### src/rtl/core/sdr_pkg.sv
package sdr_pkg;

  localparam int WINDOW_DEPTH = 256;
  localparam int RING_AW      = $clog2(WINDOW_DEPTH);
  localparam int CNT_W        = RING_AW + 1;
  localparam int SUM_W        = 32 + RING_AW;
  localparam int PROD_W       = SUM_W + 32;
  localparam int DIV_W        = (PROD_W > 72) ? PROD_W : 72;
  localparam int DVS_W        = 48;
  localparam int DIV_CNT_W    = $clog2(DIV_W + 1);

  localparam int IN_W  = 144;
  localparam int OUT_W = 72;
  localparam int CFG_IDX_W = 3;
  localparam int CFG_W = 48;

  localparam logic [CFG_IDX_W-1:0] CFG_RETARGET_INTERVAL    = 3'd0;
  localparam logic [CFG_IDX_W-1:0] CFG_RETARGET_SHARE_COUNT = 3'd1;
  localparam logic [CFG_IDX_W-1:0] CFG_TIME_BUFFER          = 3'd2;
  localparam logic [CFG_IDX_W-1:0] CFG_SECONDS_PER_SHARE    = 3'd3;
  localparam logic [CFG_IDX_W-1:0] CFG_MIN_DIFFICULTY       = 3'd4;
  localparam logic [CFG_IDX_W-1:0] CFG_MAX_DIFFICULTY       = 3'd5;
  localparam logic [CFG_IDX_W-1:0] CFG_VARIANCE_THRESHOLD   = 3'd6;
  localparam logic [CFG_IDX_W-1:0] CFG_CONNECT_TIME         = 3'd7;

  localparam logic [2:0] ACT_NONE     = 3'd0;
  localparam logic [2:0] ACT_KEEP     = 3'd1;
  localparam logic [2:0] ACT_BAN      = 3'd2;
  localparam logic [2:0] ACT_SET      = 3'd3;
  localparam logic [2:0] ACT_DISCARD  = 3'd4;

  localparam logic [31:0] BAN_MIN_SHARES = 32'd200;
  localparam logic [DIV_W-1:0] DISCARD_PCT = DIV_W'(2000);

  typedef enum logic [3:0] {
    S_IDLE,
    S_CHECK,
    S_TRIM_RD,
    S_TRIM_CK,
    S_SUM,
    S_MUL,
    S_MADD,
    S_DIV1S,
    S_DIV1W,
    S_VAR,
    S_DIV2S,
    S_DIV2W,
    S_EMIT
  } state_t;

  typedef struct packed {
    logic             start;
    logic [DIV_W-1:0] dividend;
    logic [DVS_W-1:0] divisor;
  } div_req_t;

endpackage

### src/rtl/core/sdr_div.sv
module sdr_div (
  input  logic                     clk,
  input  logic                     rst,
  input  sdr_pkg::div_req_t        req,
  output logic                     done,
  output logic [sdr_pkg::DIV_W-1:0] quot,
  output logic [sdr_pkg::DVS_W-1:0] rem
);

  logic                           busy;
  logic [sdr_pkg::DIV_CNT_W-1:0]  cnt;
  logic [sdr_pkg::DIV_W-1:0]      q;
  logic [sdr_pkg::DVS_W-1:0]      r;
  logic [sdr_pkg::DVS_W-1:0]      d;
  logic [sdr_pkg::DVS_W:0]        trial;
  logic [sdr_pkg::DVS_W:0]        diffv;
  logic                           fits;

  always_comb begin
    trial = {r, q[sdr_pkg::DIV_W-1]};
    diffv = trial - {1'b0, d};
    fits  = trial >= {1'b0, d};
  end

  always_ff @(posedge clk) begin
    if (rst) begin
      busy <= 1'b0;
      done <= 1'b0;
      cnt  <= '0;
    end else begin
      done <= 1'b0;
      if (req.start) begin
        busy <= 1'b1;
        cnt  <= sdr_pkg::DIV_CNT_W'(sdr_pkg::DIV_W);
      end else if (busy) begin
        cnt <= cnt - 1'b1;
        if (cnt == sdr_pkg::DIV_CNT_W'(1)) begin
          busy <= 1'b0;
          done <= 1'b1;
        end
      end
    end
  end

  always_ff @(posedge clk) begin
    if (req.start) begin
      q <= req.dividend;
      r <= '0;
      d <= req.divisor;
    end else if (busy) begin
      r <= fits ? diffv[sdr_pkg::DVS_W-1:0] : trial[sdr_pkg::DVS_W-1:0];
      q <= {q[sdr_pkg::DIV_W-2:0], fits};
    end
  end

  assign quot = q;
  assign rem  = r;

`ifndef SYNTH
  a_no_restart: assert property (@(posedge clk) disable iff (rst) req.start |-> !busy)
    else $error("divider restarted while busy");
  a_rem_bound: assert property (@(posedge clk) disable iff (rst)
    (done && d != '0) |-> (r < d))
    else $error("remainder not below divisor");
  a_cnt_bound: assert property (@(posedge clk) disable iff (rst)
    busy |-> (cnt != '0 && cnt <= sdr_pkg::DIV_CNT_W'(sdr_pkg::DIV_W)))
    else $error("divider step count out of range");
`endif

endmodule

### config.mk
export PLATFORM = sky130hd
export DESIGN_NAME = sdr_div
export DESIGN_NICKNAME = d
export VERILOG_FILES = /design/src/rtl/core/sdr_pkg.sv /design/src/rtl/core/sdr_div.sv
export SDC_FILE = /design/constraint.sdc
export NUM_CORES = 1
export LEC_CHECK = 0
export BUFFER_PORTS_ARGS = -buffer_cell sky130_fd_sc_hd__buf_2
export CORE_MARGIN = 2
export CORE_UTILIZATION = 25
export CTS_CLUSTER_SIZE = 20
export DETAILED_ROUTE_END_ITERATION = 7
export GPL_TIMING_DRIVEN = 0
export PLACE_DENSITY_LB_ADDON = 0.08
export SLEW_MARGIN = 30
export SYNTH_ARGS = -nofsm -noshare
export SYNTH_HDL_FRONTEND = slang
export SYNTH_SLANG_ARGS = --single-unit
export TNS_END_PERCENT = 10
### constraint.sdc
create_clock -name clk -period 4.1 [get_ports clk]
set_input_delay 0.205 -clock clk [delete_from_list [all_inputs] [get_ports clk]]
set_output_delay 0.205 -clock clk [all_outputs]
set_load 0.05 [all_outputs]
==> flow_metrics.env <==
export IMPL_wirelength_um=32700
export IMPL_max_freq_mhz=271
export IMPL_drv_cap=0
export IMPL_mostFrequentLayoutCells="buf_2, edfxtp_1, nand2_1, nor2_1, mux2_2"
export IMPL_cts_setup_buffers=0
export IMPL_cts_root_buf="clkbuf_16"
export IMPL_fin_crit_ns=3.69
export IMPL_cts_repair_resized=0
export IMPL_slew_headroom=0.463
export IMPL_grt_pass1_wl_um=50900
export IMPL_peakVddDrop_mv=0.272
export IMPL_run_status="finished, final reports clean"
export IMPL_async_flop_share=0
export IMPL_post_route_period_util=0.899
export IMPL_crit_required_ns=4.46
export IMPL_cp_data_arrival_time_ns=4.05
export IMPL_syn_inst=967
export IMPL_gp_congestion=0.789
export IMPL_avgRoutedWirePerCell_um=18.0
export IMPL_route_detailed_drc=0
export IMPL_cts_max_level=4
export IMPL_fp_dieArea_um2=41800
export IMPL_synth_area_per_cell_um2=10.4
export IMPL_synth_edf_count=120
export IMPL_setup_worst_path_end_class="flip-flop"
export IMPL_cts_inserted_buffers=17
export IMPL_clkPwrFrac=0.303
export IMPL_worst_path_buf_inv=1
export IMPL_cellPowerDensity_nw_per_um2=412
export IMPL_cts_hold_buf=49
export IMPL_hpwl_um=25000
export IMPL_synth_cell_types=71
export IMPL_row_count=73
export IMPL_ant_nets=0
export IMPL_p_seq_frac=0.408
export IMPL_critPathLaunchType="flip-flop"
export IMPL_comb_power_share=0.289
export IMPL_r2r_end="rem[42]"
export IMPL_swShare=0.357
export IMPL_ioPinCount=244
export IMPL_port_buffers=243
export IMPL_tns_ns=0
export IMPL_cts_tree="yes"
export IMPL_die_x_um=204
export IMPL_finalHoldViolations=0
export IMPL_ys_warn_count=0
export IMPL_hold_class="input pin to flip-flop"
export IMPL_via_per_inst=4.66
export IMPL_synth_area_um2=10000
export IMPL_final_setup_viol_count=0
export IMPL_crit_cells=13
export IMPL_grt_ovfl_total=0
export IMPL_drive_gt1_frac=0.309
export IMPL_post_place_cells=1736
export IMPL_r2r_cells=13
export IMPL_vias=8481
export IMPL_final_common_cell="buf_2"
export IMPL_ys_seq_area_frac=0.473
export IMPL_cp_top_family="compound AO/OA/AOI/OAI gates"
export IMPL_synth_nets=1141
export IMPL_start_util=0.253
export IMPL_clk_insertion_delay_late_ns=0.47
export IMPL_grt_max_degree=50
export IMPL_antenna_found_initial=2
export IMPL_drt_iter0_drc=371
export IMPL_grt_pass1_vias=8732
export IMPL_r2r_slack_ns=0.41
export IMPL_fill_cells=4230
export IMPL_path_class="flip-flop to flip-flop"
export IMPL_crit_path_max_incr_delay_ns=0.62
export IMPL_synthFlopType="edfxtp_1"
export IMPL_worstPathCellList="inv_1, ha_1, fa_1, nand2b_1, a211oi_2, o31ai_1, a211oi_1, o21a_1, nor2_1, o21ai_0, xor2_1, nand2_1, a311oi_1"
export IMPL_p_switching_mw=1.91
export IMPL_crit_end="rem[42]"
export IMPL_crit_fanout=3
export IMPL_die_h_um=204
export IMPL_grt_use_total=0.160
export IMPL_area_growth_pct=29.6
export IMPL_worstSetupStartpoint="quot[71]"
export IMPL_path_clk_slew_ns=0.08
export IMPL_worst_pin_slew_ns=0.805
export IMPL_cts_max_path_buffers=2
export IMPL_p_int_mw=3.45
export IMPL_reg2reg_from="quot[71]"
export IMPL_fin_skew_ns=0.0133
export IMPL_cts_sinks=177
export IMPL_p_leak_nw=5.39
export IMPL_nets=1454
export IMPL_core_um2=39600
export IMPL_slew_viol_final=0
export IMPL_synth_seq_cells=177
export IMPL_rsz0062_at_grt="false"
export IMPL_crit_slowest_cell="a211oi_1"
export IMPL_dr_pass1_iters=5
export IMPL_fin_cells=1820
state kept, by name (all words and copies together) (netlist names):
name	cells
busy	1
quot	72
rem	48
d	48
cnt	7
done	1
cells in the mapped netlist (18+ instances only):
cell type	count	area, um2
a21oi_1	51	255
ha_1	50	626
edfxtp_1	120	3600
dfxtp_1	57	1140
o21ai_0	24	120
clkbuf_1	31	116
nand2_1	117	439
nand4_1	18	113
xnor2_1	30	263
inv_1	65	244
mux2_2	73	822
nor2_1	85	319
a311oi_1	33	289
power by group through the flow:
stage / Combinational, mW / Sequential, mW / Clock, mW
floorplan: 0.720 / 2.60 / 0
global placement: 1.52 / 2.23 / 0
detailed placement: 1.52 / 2.23 / 0
CTS: 1.56 / 2.19 / 1.69
global route: 1.69 / 2.21 / 1.75
finish: 1.55 / 2.19 / 1.62
final cells by class:
cell class / instances / area [um2] / area share
clock inverter: 14 / 129 / 0.00991
multi-input combinational: 672 / 4790 / 0.368
sequential: 177 / 4740 / 0.365
buffer: 53 / 259 / 0.0199
tap: 525 / 657 / 0.0505
antenna: 2 / 5.00 / 0.000385
clock buffer: 18 / 429 / 0.0330
timing repair buffer: 294 / 1750 / 0.134
inverter: 65 / 246 / 0.0189
metal layers:
layer | up-vias | global-route usage | share of wire | wire length (um)
li1 | 4163 | - | - | -
met1 | 4084 | 0.205 | 0.46 | 15000
met2 | 210 | 0.259 | 0.47 | 15300
met3 | 22 | 0.0531 | 0.064 | 2110
met4 | 2 | 0.0393 | 0.011 | 362
met5 | - | 0 | 0.00040 | 13
worst reg2reg max path, delay by kind of cell (launching register included):
family,cells,cell delay [ns]
XOR/XNOR,1,0.19
flip-flops,1,0.42
AND/OR/NAND/NOR,3,0.38
AO/OA/AOI/OAI,6,1.91
adder cells (fa/ha/maj),2,0.63
buffers and inverters,1,0.06
stage by stage:
step	util	setup WS (ns)	hold slack, ns	area [um2]	power (mW)
after floorplan	-	0.846	0.277	10000	3.32
after global placement	0.301	-1.31	0.383	11900	3.75
after detailed placement	0.301	0.425	0.383	11900	3.75
after CTS	0.328	0.375	0.000583	13000	5.44
after global routing	0.328	0.128	0.00127	13000	5.65
final	0.328	0.415	0.0356	13000	5.36
worst min-delay path by stage:
| stage | startpoint | to | slack [ns] | depth (start not counted) |
|---|---|---|---|---|
| after floorplan | rst | busy | 0.28 | 1 |
| after global placement | req[37] | d[37] | 0.38 | 1 |
| after detailed placement | req[41] | d[41] | 0.38 | 1 |
| after CTS | req[54] | quot[6] | 0.0006 | 2 |
| after global routing | req[61] | quot[13] | 0.001 | 2 |
| final | req[58] | quot[10] | 0.04 | 2 |
cell families after synthesis:
family,share of synthesized area
fa+ha+maj,0.0643
mux,0.0850
buf+inv,0.0501
xor+xnor,0.0410
compound gates,0.159
simple gates,0.128
flops,0.473
(Power assumes the default switching activity.)
